## config.mk

```make
export PLATFORM = sky130hd
export DESIGN_NAME = gnic_div
export DESIGN_NICKNAME = d
export VERILOG_FILES = /design/src/design/gnic_div.sv
export SDC_FILE = /design/constraint.sdc
export NUM_CORES = 2
export LEC_CHECK = 0
export BUFFER_PORTS_ARGS = -buffer_cell sky130_fd_sc_hd__buf_2
export CORE_UTILIZATION = 26
export CTS_CLUSTER_DIAMETER = 30
export CTS_CLUSTER_SIZE = 16
export DETAILED_ROUTE_END_ITERATION = 12
export HOLD_SLACK_MARGIN = 0.03
export PLACE_DENSITY = 0.42
export REMOVE_ABC_BUFFERS = 1
export SYNTH_ARGS = -nofsm -noshare
export SYNTH_HDL_FRONTEND = slang
export SYNTH_SLANG_ARGS = --single-unit
```

## constraint.sdc

```tcl
create_clock -name clk -period 4.14 [get_ports clk]
set_input_delay 0.414 -clock clk [delete_from_list [all_inputs] [get_ports clk]]
set_output_delay 0.414 -clock clk [all_outputs]
set_load 0.05 [all_outputs]
```

## src/design/gnic_div.sv

```systemverilog
// Pipelined restoring divider, one quotient bit per stage, with side data
// carried alongside. Standalone; no package use.
`timescale 1ns / 1ps

module gnic_div #(
  parameter int NW     = 30,
  parameter int SW     = 11,
  parameter int SIDE_W = 1
) (
  input  logic              clk,
  input  logic              rst_n,
  input  logic              en,
  input  logic              in_vld,
  input  logic [NW-1:0]     in_dvd,
  input  logic [SIDE_W-1:0] in_side,
  input  logic [SW-1:0]     divisor,
  output logic              out_vld,
  output logic [NW-1:0]     out_quo,
  output logic [SW-1:0]     out_rem,
  output logic [SIDE_W-1:0] out_side
);

  logic              vld_p   [NW];
  logic [SW-1:0]     rem_p   [NW];
  logic [NW-1:0]     dvd_p   [NW];
  logic [SIDE_W-1:0] side_p  [NW];
  logic [SW-1:0]     rem_nxt [NW];
  logic [NW-1:0]     dvd_nxt [NW];
  logic              vld_r   [NW];
  logic [SW-1:0]     rem_r   [NW];
  logic [NW-1:0]     dvd_r   [NW];
  logic [SIDE_W-1:0] side_r  [NW];

  for (genvar k = 0; k < NW; k++) begin : g_stage
    logic [SW:0] trial;
    logic        ge;

    if (k == 0) begin : g_first
      assign vld_p[k]  = in_vld;
      assign rem_p[k]  = '0;
      assign dvd_p[k]  = in_dvd;
      assign side_p[k] = in_side;
    end else begin : g_next
      assign vld_p[k]  = vld_r[k-1];
      assign rem_p[k]  = rem_r[k-1];
      assign dvd_p[k]  = dvd_r[k-1];
      assign side_p[k] = side_r[k-1];
    end

    always_comb begin
      trial      = {rem_p[k], dvd_p[k][NW-1]};
      ge         = (trial >= {1'b0, divisor});
      rem_nxt[k] = ge ? SW'(trial - {1'b0, divisor}) : SW'(trial);
      dvd_nxt[k] = {dvd_p[k][NW-2:0], ge};
    end

    always_ff @(posedge clk) begin
      if (!rst_n) begin
        vld_r[k] <= 1'b0;
      end else if (en) begin
        vld_r[k] <= vld_p[k];
      end
      if (en) begin
        rem_r[k]  <= rem_nxt[k];
        dvd_r[k]  <= dvd_nxt[k];
        side_r[k] <= side_p[k];
      end
    end
  end

  assign out_vld  = vld_r[NW-1];
  assign out_quo  = dvd_r[NW-1];
  assign out_rem  = rem_r[NW-1];
  assign out_side = side_r[NW-1];

endmodule

```

==> reports/metrics.yaml <==
finish:
  layout.cells.most_common: "edfxtp_1"
  drive_gt1_frac: 0.225
  diodes: 0
  layout_common_cells: "1289 x edfxtp_1, 374 x clkbuf_16, 321 x ha_1"
  area_growth_pct: 29.9
  nets: 4581
  final_core_util: 0.341
setup_path:
  crit_family: "compound AO/OA/AOI/OAI gates"
  cp_num_buf_inv: 2
  worstPathRequired_ns: 4.79
  path_common_cell: "a21oi_1"
  crit_fanout: 10
  cp_data_arrival_time_ns: 3.62
  cp-end-kind: "flop"
  cp_slowest_cell: "edfxtp_1"
  critPathKind: "reg2reg"
  worst_setup_path_start_kind: "flop"
  critPathMaxStageDelay_ns: 0.40
  path_cells: "inv_1 > ha_1 > fa_1 > nand2b_1 > a21oi_1 > a41o_1 > a21oi_1 > o21ai_1 > buf_4 > mux2_2"
logic_synthesis:
  synth-seq-area-share: 0.679
  ys_types: 64
  synth_ff_type: "edfxtp_1"
  async_flop_share: 0
  syn_area_sq_um: 57100
  synth_edf_count: 1289
  synthCells: 3643
  yosysWarnings: 0
  ys_ff_latch: 1290
  avgSynthCellArea_sq_um: 15.7
clock_network:
  postCtsSetupBuffers: 0
  cts_tree: "done"
  cts_htree_levels: 5
  cts.clk_slew.worst_paths_ns: 0.04
  ctsResizeCount: 0
  cts_buffers: 368
  cts.path.max_buffers: 4
  clock_sinks: 1290
  clk_latency_ns: 0.92
  cts_root_buffer: "clkbuf_16"
floorplan:
  die-area_sq_um: 221000
  start_util: 0.262
  die_w_microns: 470
  std_cell_rows: 171
  die_height_microns: 470
  num_io_pins: 89
  core_sq_um: 218000
placement:
  io_buffer_count: 88
  post-place-ws_ns: 0.741
  place_congestion: 0.812
  dp_hpwl_microns: 69100
power_and_ir_drop:
  ir_drop_uv: 510
  leakage_nw: 28.1
  cellPowerDensity_nw_per_um2: 833
routing:
  totalWireLength_microns: 114000
  first_pass_iters: 5
  viasPerCell: 4.33
  routed.top_layer: "met4"
  ant_nets: 0
  wl_met2_microns: 50800
  routedWlPerCell_microns: 15.6
  drt_iter0_drc: 1959
  drt-met1-wl_microns: 53700
  wl_met3_microns: 5330
  drc: 0
  dr_total_vias: 31700
grt:
  track_usage: 0.103
  grt_pass1_wl_microns: 181000
  antenna_found_initial: 3
  gr-total-overflow: 0
  grt_start_max_net_pins: 161
  grt_pass1_vias: 33500
timing:
  finClkSkew_ns: 0.0575
  period_share: 0.718
  period_needed_ns: 2.97
  slew-limit-headroom: 0.345
  hold_viol_final: 0
  max_slew.worst_pin.slew_ns: 0.982
  rsz0062_at_grt: "false"
  drv_slew: 0
  finalSetupViolCount: 0
  setup_slack_ns: 1.17
  fmax_mhz: 336
  setup-tns-final_ns: 0
flow_run:
  max_cap_violations: 0
outcome:
  outcome: "complete, no violations"
min_path:
  hp-class: "in2reg"
-- final cells by class --
class | count | area (sq um)
clock inverter | 225 | 2450
inverter | 135 | 507
fill | 20900 | 143000
multi-input combinational | 2175 | 17600
tap | 2854 | 3570
clock buffer | 427 | 9560
sequential | 1290 | 38700
timing repair buffer | 215 | 1710
-- logic make-up after synthesis --
logic type,after synthesis,share of synthesized area
compound gates,652,0.0766
xor+xnor,221,0.0339
simple gates,627,0.0539
flops,1290,0.679
buf+inv,178,0.0134
fa+ha+maj,350,0.0806
mux,325,0.0629
-- cell usage after synthesis, types with 45 or more instances --
library cell,n,share of area
mux2i_1,76,0.013
nand2b_1,45,0.0049
nand3_1,67,0.0059
edfxtp_1,1289,0.68
xnor2_1,170,0.026
xor2_1,51,0.0078
a21oi_1,219,0.019
a21o_1,57,0.0075
nand2_1,120,0.0079
o211ai_1,47,0.0062
mux2_2,243,0.048
nor2b_1,60,0.0066
nor2_1,178,0.012
ha_1,321,0.070
o21ai_0,72,0.0063
inv_1,135,0.0089
-- worst min-delay path, delay by kind of cell --
kind | cells | cell delay, ns
compound gates | 1 | 0.24
buf+inv | 1 | 0.09
simple gates | 1 | 0.05
-- sequential cells by signal (all words and copies together), names as in the netlist --
signal,cells
dvd_r,900
rem_r,330
side_r,30
vld_r,30
-- final timing paths --
| path | startpoint | endpoint | slack, ns | cells past startpoint |
|---|---|---|---|---|
| worst max-delay path | dvd_r[1][239] | rem_r[1][90] | 1.17 | 10 |
| worst min-delay path | divisor[9] | dvd_r[0][0] | 0.15 | 3 |
| worst max register to register | dvd_r[1][239] | rem_r[1][90] | 1.17 | 10 |
| worst min register to register | dvd_r[1][201] | dvd_r[1][232] | 0.36 | 0 |
-- per-layer routing --
layer / global-route usage / up-vias
li1: - / 15500
met1: 0.133 / 15300
met2: 0.158 / 672
met3: 0.0273 / 314
met4: 0.0499 / 0
met5: 0 / -
-- stage by stage --
stage	hold slack (ns)	total power, mW	instances	cell area (sq um)
finish	0.145	61.7	7321	74100
global route	0.121	65.3	7321	74100
global placement	0.400	34.8	6635	61700
CTS	0.0663	62.7	7321	74100
detailed placement	0.405	34.8	6635	61700
floorplan	0.400	30.8	3600	56800
-- what timing repair did --
item | 4_1_cts | 5_1_grt
setup endpoints to repair | 0 | 0
endpoints found under the hold margin | 89 | 0
hold buffers | 34 | 0
-- power by group --
group | internal [mW] | total [mW] | leakage (nW) | switching (mW)
Sequential | 17.8 | 18.9 | 12.6 | 1.12
Combinational | 7.66 | 15.7 | 9.60 | 8.07
Clock | 19.3 | 27.1 | 5.85 | 7.77
Total | 44.8 | 61.7 | 28.1 | 17.0
Note: power is estimated with default switching activity, not from simulation.
