===== config.mk =====
export PLATFORM = sky130hd
export DESIGN_NAME = gnic_nbr
export DESIGN_NICKNAME = d
export VERILOG_FILES = /design/src/design/gnic_pkg.sv /design/src/design/gnic_nbr.sv
export SDC_FILE = /design/constraint.sdc
export NUM_CORES = 2
export LEC_CHECK = 0
export ABC_CLOCK_PERIOD_IN_PS = 5400
export BUFFER_PORTS_ARGS = -buffer_cell sky130_fd_sc_hd__buf_2
export CAP_MARGIN = 20
export CORE_MARGIN = 4
export CORE_UTILIZATION = 45
export CTS_CLUSTER_DIAMETER = 200
export CTS_CLUSTER_SIZE = 40
export DETAILED_ROUTE_END_ITERATION = 7
export GPL_TIMING_DRIVEN = 0
export PLACE_DENSITY = 0.66
export SYNTH_ARGS = -nofsm -noshare
export SYNTH_HDL_FRONTEND = slang
export SYNTH_SLANG_ARGS = --single-unit

===== constraint.sdc =====
create_clock -name clk -period 5.4 [get_ports clk]
set_input_delay 0.54 -clock clk [delete_from_list [all_inputs] [get_ports clk]]
set_output_delay 0.54 -clock clk [all_outputs]
set_load 0.05 [all_outputs]

===== src/design/gnic_pkg.sv =====
// Package for the grid neighbor index block: field widths, defaults and
// configuration register indexes. No dependencies.
`timescale 1ns / 1ps

package gnic_pkg;

  localparam int IDX_W        = 30;
  localparam int CFG_W        = 11;
  localparam int CFG_IDX_W    = 2;
  localparam int AXIS_MAX_DEF = 1024;

  typedef enum logic [CFG_IDX_W-1:0] {
    CFG_SIZE_X = 2'd0,
    CFG_SIZE_Y = 2'd1,
    CFG_SIZE_Z = 2'd2
  } cfg_reg_t;

endpackage


===== src/design/gnic_nbr.sv =====
// Neighbor stage: forms the six face neighbor indices and present flags
// from x, y, z in three register stages. Depends on gnic_pkg.
`timescale 1ns / 1ps

module gnic_nbr #(
  parameter int SW = 11
) (
  input  logic                   clk,
  input  logic                   rst_n,
  input  logic                   en,
  input  logic                   in_vld,
  input  logic [SW-1:0]          x,
  input  logic [SW-1:0]          y,
  input  logic [SW-1:0]          z,
  input  logic [SW-1:0]          sx,
  input  logic [SW-1:0]          sy,
  input  logic [SW-1:0]          sz,
  input  logic [gnic_pkg::IDX_W-1:0] sxy,
  output logic                   out_vld,
  output logic [gnic_pkg::IDX_W-1:0] idx_o [6],
  output logic [5:0]             pres_o
);
  import gnic_pkg::*;

  logic [2*SW-1:0]    ysx_full;
  logic [SW+IDX_W-1:0] zsxy_full;
  logic [SW:0]        x1, y1, z1;
  logic [5:0]         pres_nxt;

  logic               a_vld_r;
  logic [IDX_W-1:0]   a_ysx_r, a_zsxy_r, a_x_r;
  logic [5:0]         a_pres_r;
  logic               b_vld_r;
  logic [IDX_W-1:0]   b_base_r;
  logic [5:0]         b_pres_r;
  logic [IDX_W-1:0]   idx_nxt [6];

  always_comb begin
    ysx_full  = y * sx;
    zsxy_full = z * sxy;
    x1 = {1'b0, x} + 1'b1;
    y1 = {1'b0, y} + 1'b1;
    z1 = {1'b0, z} + 1'b1;
    pres_nxt[0] = (x != '0);
    pres_nxt[1] = (x1 < {1'b0, sx});
    pres_nxt[2] = (y != '0);
    pres_nxt[3] = (y1 < {1'b0, sy});
    pres_nxt[4] = (z != '0);
    pres_nxt[5] = (z1 < {1'b0, sz});
  end

  always_comb begin
    idx_nxt[0] = b_base_r - IDX_W'(1);
    idx_nxt[1] = b_base_r + IDX_W'(1);
    idx_nxt[2] = b_base_r - IDX_W'(sx);
    idx_nxt[3] = b_base_r + IDX_W'(sx);
    idx_nxt[4] = b_base_r - sxy;
    idx_nxt[5] = b_base_r + sxy;
  end

  always_ff @(posedge clk) begin
    if (!rst_n) begin
      a_vld_r <= 1'b0;
      b_vld_r <= 1'b0;
      out_vld <= 1'b0;
    end else if (en) begin
      a_vld_r <= in_vld;
      b_vld_r <= a_vld_r;
      out_vld <= b_vld_r;
    end
    if (en) begin
      a_ysx_r  <= IDX_W'(ysx_full);
      a_zsxy_r <= IDX_W'(zsxy_full);
      a_x_r    <= IDX_W'(x);
      a_pres_r <= pres_nxt;
      b_base_r <= a_x_r + a_ysx_r + a_zsxy_r;
      b_pres_r <= a_pres_r;
      pres_o   <= b_pres_r;
      for (int i = 0; i < 6; i++) begin
        idx_o[i] <= b_pres_r[i] ? idx_nxt[i] : '0;
      end
    end
  end

endmodule


==> reports/results.ini <==
[synthesis]
synth-seq-area-share_pct = 29.4
syn_area_mm2 = 0.0299
synth-warning-count = 0
synth_area_leaders = edfxtp_1 29%, fa_1 20%, ha_1 11%, inv_1 5.4%, xnor2_1 4.4%
syn_inst = 3102
synth_most_common_cell = inv_1
async_flop_share_pct = 0
synthFlopType = edfxtp_1
syn_avg_cell_area_um2 = 9.65
synth_edf_count = 291
yosysTopAreaCell = edfxtp_1
yosys.area.top_type_share_pct = 29.2
syn_nets = 3757
ys_top_cells_by_count = 428 x inv_1, 327 x nand2_1, 297 x fa_1, 291 x edfxtp_1, 258 x ha_1
yosys_register_bits = 294
ys_types = 86

[outcome]
status = finished, final reports clean

[cells_and_area]
area_growth_pct = 11.5
regArea_mm2 = 0.00880
fillCellCount = 6199
design_area_mm2 = 0.0334
fin_util_pct = 50.7
multiInputGateArea_mm2 = 0.0191
fin_nets = 4047
drive_above_1_share_pct = 12.8

[drt]
vias_per_cell = 5.36
avgRoutedWirePerCell_um = 19.5
first_pass_iters = 6
routed_wirelength_um = 83100
drt_iter0_drc = 1949
drc = 0
ant_nets = 0
vias = 22800

[pwr]
switching_share_pct = 50.2
peakVddDrop_uv = 407
power_frac_seq_pct = 21.7
cellLeakagePower_nw = 15.1
design_power_total_mw = 20.4
power.density_mw_per_mm2 = 612
power.internal_mw = 10.2
combPwrFrac_pct = 72.8
p_switching_mw = 10.2
power_frac_clock_pct = 5.5

[die]
core.rowCount = 94
fp.coreArea_mm2 = 0.0659
start_util_pct = 45.5
die_x_um = 266
die-area_mm2 = 0.0707
die_height_um = 266
ios = 287

[placement]
dpl_cell_area_mm2 = 0.0327
place_hpwl_um = 68400
place_congestion = 0.936
post-place-ws_ns = -1.13
portBuffers = 282

[setup_path]
required_ns = 5.72
cp_max_fo = 9
r2r_cells = 13
crit_type = in2reg
r2r_end = b_base_r[29]
cp-end-kind = flop
startpoint_type = input pin
crit_arrival_ns = 5.57
r2r_slack_ns = 1.13
rr_startpoint = a_ysx_r[1]

[hold_path]
worstHoldStart = rst_n
worstHoldPathType = in2reg
hold-path-cell-count = 2
hold_path_end = a_vld_r

[sta]
clock-skew-final_ns = 0.0547
worst_slew_pin_slew_ns = 0.833
finalCritPeriodShare_pct = 97.2
finalHoldViolCount = 0
setup_slack_ns = 0.151
final-max-slew-violation-count = 0
setup_viol = 0
fin_crit_ns = 5.25
clock.fmax_ghz = 0.191
slew_headroom_pct = 44.4
tns_ns = 0

[grt]
grt_antenna_before_repair = 3
grt_pass1_wl_um = 130000
grt_pass1_vias = 22700
grt_max_degree = 126
grt_overflow = 0
grt_use_total_pct = 23.2

[clock_tree]
cts_tree = done
clk_path_buf_depth = 3
clk_pin_slew_ns = 0.16
cts_hold_buf = 0
cts_inserted_buffers = 11
worstSkewPairLatency_ns = 0.55
htree_levels = 1
numClockSinks = 294
clockRootBuffer = clkbuf_16

[run]
drv_cap = 0

[power groups by stage]
stage               logic, mW  registers (mW)  clock network [mW]
finish                   14.9            4.43                1.12
global route             16.5            4.49                1.21
CTS                      14.5            4.45                1.15
detailed placement       14.2            4.50                   0
global placement         14.2            4.52                   0
floorplan                9.72            5.37                   0
[worst max-delay path, stage by stage]
cell and delay (ns):
clkbuf_4 0.15, buf_12 0.13, buf_12 0.12, nand2_1 0.09, fa_1 0.55, fa_2 0.45, inv_1 0.10, fa_2 0.45
fa_1 0.51, inv_1 0.06, fa_1 0.48, inv_1 0.09, ha_4 0.19, a2111oi_4 0.33, a21boi_1 0.10, a41o_2 0.27
buf_4 0.15, a41oi_4 0.19, o31ai_2 0.11, a31o_2 0.25, a21oi_1 0.17, xnor2_1 0.08
[layer usage]
metal	vias up	global-route usage, %	wire (µm)
met5	-	0	13
met4	2	7.07	2920
met3	134	2.49	5380
met2	772	37.7	38500
met1	11200	32.9	36300
li1	10700	-	-
[how the worst max path moves through the flow]
stage,cells after the start,from,endpoint
floorplan,19,z[8],a_zsxy_r[18]
finish,22,z[4],a_zsxy_r[28]
detailed placement,21,sxy[1],a_zsxy_r[28]
global route,21,z[3],a_zsxy_r[23]
global placement,21,sxy[1],a_zsxy_r[28]
CTS,18,y[1],a_ysx_r[20]
[state kept, by name, indices dropped and copies added, names as in the netlist, 6 cells and up]
signal	count
pres_o	6
a_pres_r	6
idx_o	180
b_pres_r	6
a_x_r	11
a_zsxy_r	30
a_ysx_r	22
b_base_r	30
[placed cells by master, fill, tap and decap left out, drive strengths merged, types with 5 or more instances in the layout]
| cell type | synthesis | final |
|---|---|---|
| xor2 | 70 | 70 |
| xnor2 | 152 | 152 |
| and3 | 32 | 32 |
| a211oi | 12 | 12 |
| fa | 297 | 297 |
| o21ai | 83 | 83 |
| o31ai | 12 | 12 |
| nor2b | 36 | 36 |
| buf | 26 | 341 |
| inv | 428 | 429 |
| o21a | 25 | 25 |
| or3 | 38 | 38 |
| nand2 | 327 | 327 |
| nand3 | 55 | 55 |
| nor4 | 16 | 16 |
| nand2b | 26 | 26 |
| or4 | 6 | 6 |
| nor4b | 5 | 5 |
| o211ai | 9 | 9 |
| nand4 | 20 | 20 |
| o2111ai | 6 | 6 |
| and2 | 153 | 153 |
| a31o | 6 | 6 |
| a21o | 45 | 45 |
| mux2i | 15 | 15 |
| a21oi | 117 | 117 |
| nor3 | 38 | 38 |
| a31oi | 8 | 8 |
| a21boi | 27 | 27 |
| ha | 258 | 258 |
| nor2 | 256 | 256 |
| o21bai | 19 | 19 |
| edfxtp | 291 | 291 |
| clkbuf | 119 | 95 |
| or2 | 6 | 6 |
[cells by family (layout without fill, tap and decap cells)]
kind of cell	after synthesis	after routing	share of synthesized area, %
AND/OR/NAND/NOR	1030	1030	16.5
multiplexers	16	16	0.539
adder cells (fa/ha/maj)	555	555	30.6
XOR/XNOR	222	222	6.50
flip-flops	294	294	29.4
buffers and inverters	578	870	7.36
other	0	2	0
AO/OA/AOI/OAI	407	407	9.02
[per-stage QoR]
| step | instances | hold slack [ns] |
|---|---|---|
| floorplan | 3102 | 0.400 |
| global placement | 4248 | 0.402 |
| detailed placement | 4250 | 0.406 |
| CTS | 4255 | 0.234 |
| global route | 4259 | 0.242 |
| finish | 4260 | 0.250 |
[area by class of cell]
type | count | area share [%]
repair buffers | 308 | 5.13
clock buffers | 14 | 0.859
multi-input cells | 2230 | 57.3
clock inverters | 1 | 0.0900
diodes | 2 | 0.0150
well taps | 864 | 3.24
plain buffers | 114 | 2.13
inverters | 433 | 4.90
flip-flops and latches | 294 | 26.4
[repair_timing]
| action | 4_1_cts | 5_1_grt |
|---|---|---|
| resized for setup | 18 | 79 |
| pin swaps | 1 | 22 |
| gates cloned | 0 | 2 |
| buffers inserted | 2 | 20 |
| endpoints found under the setup margin | 14 | 17 |
(Power assumes the default switching activity.)
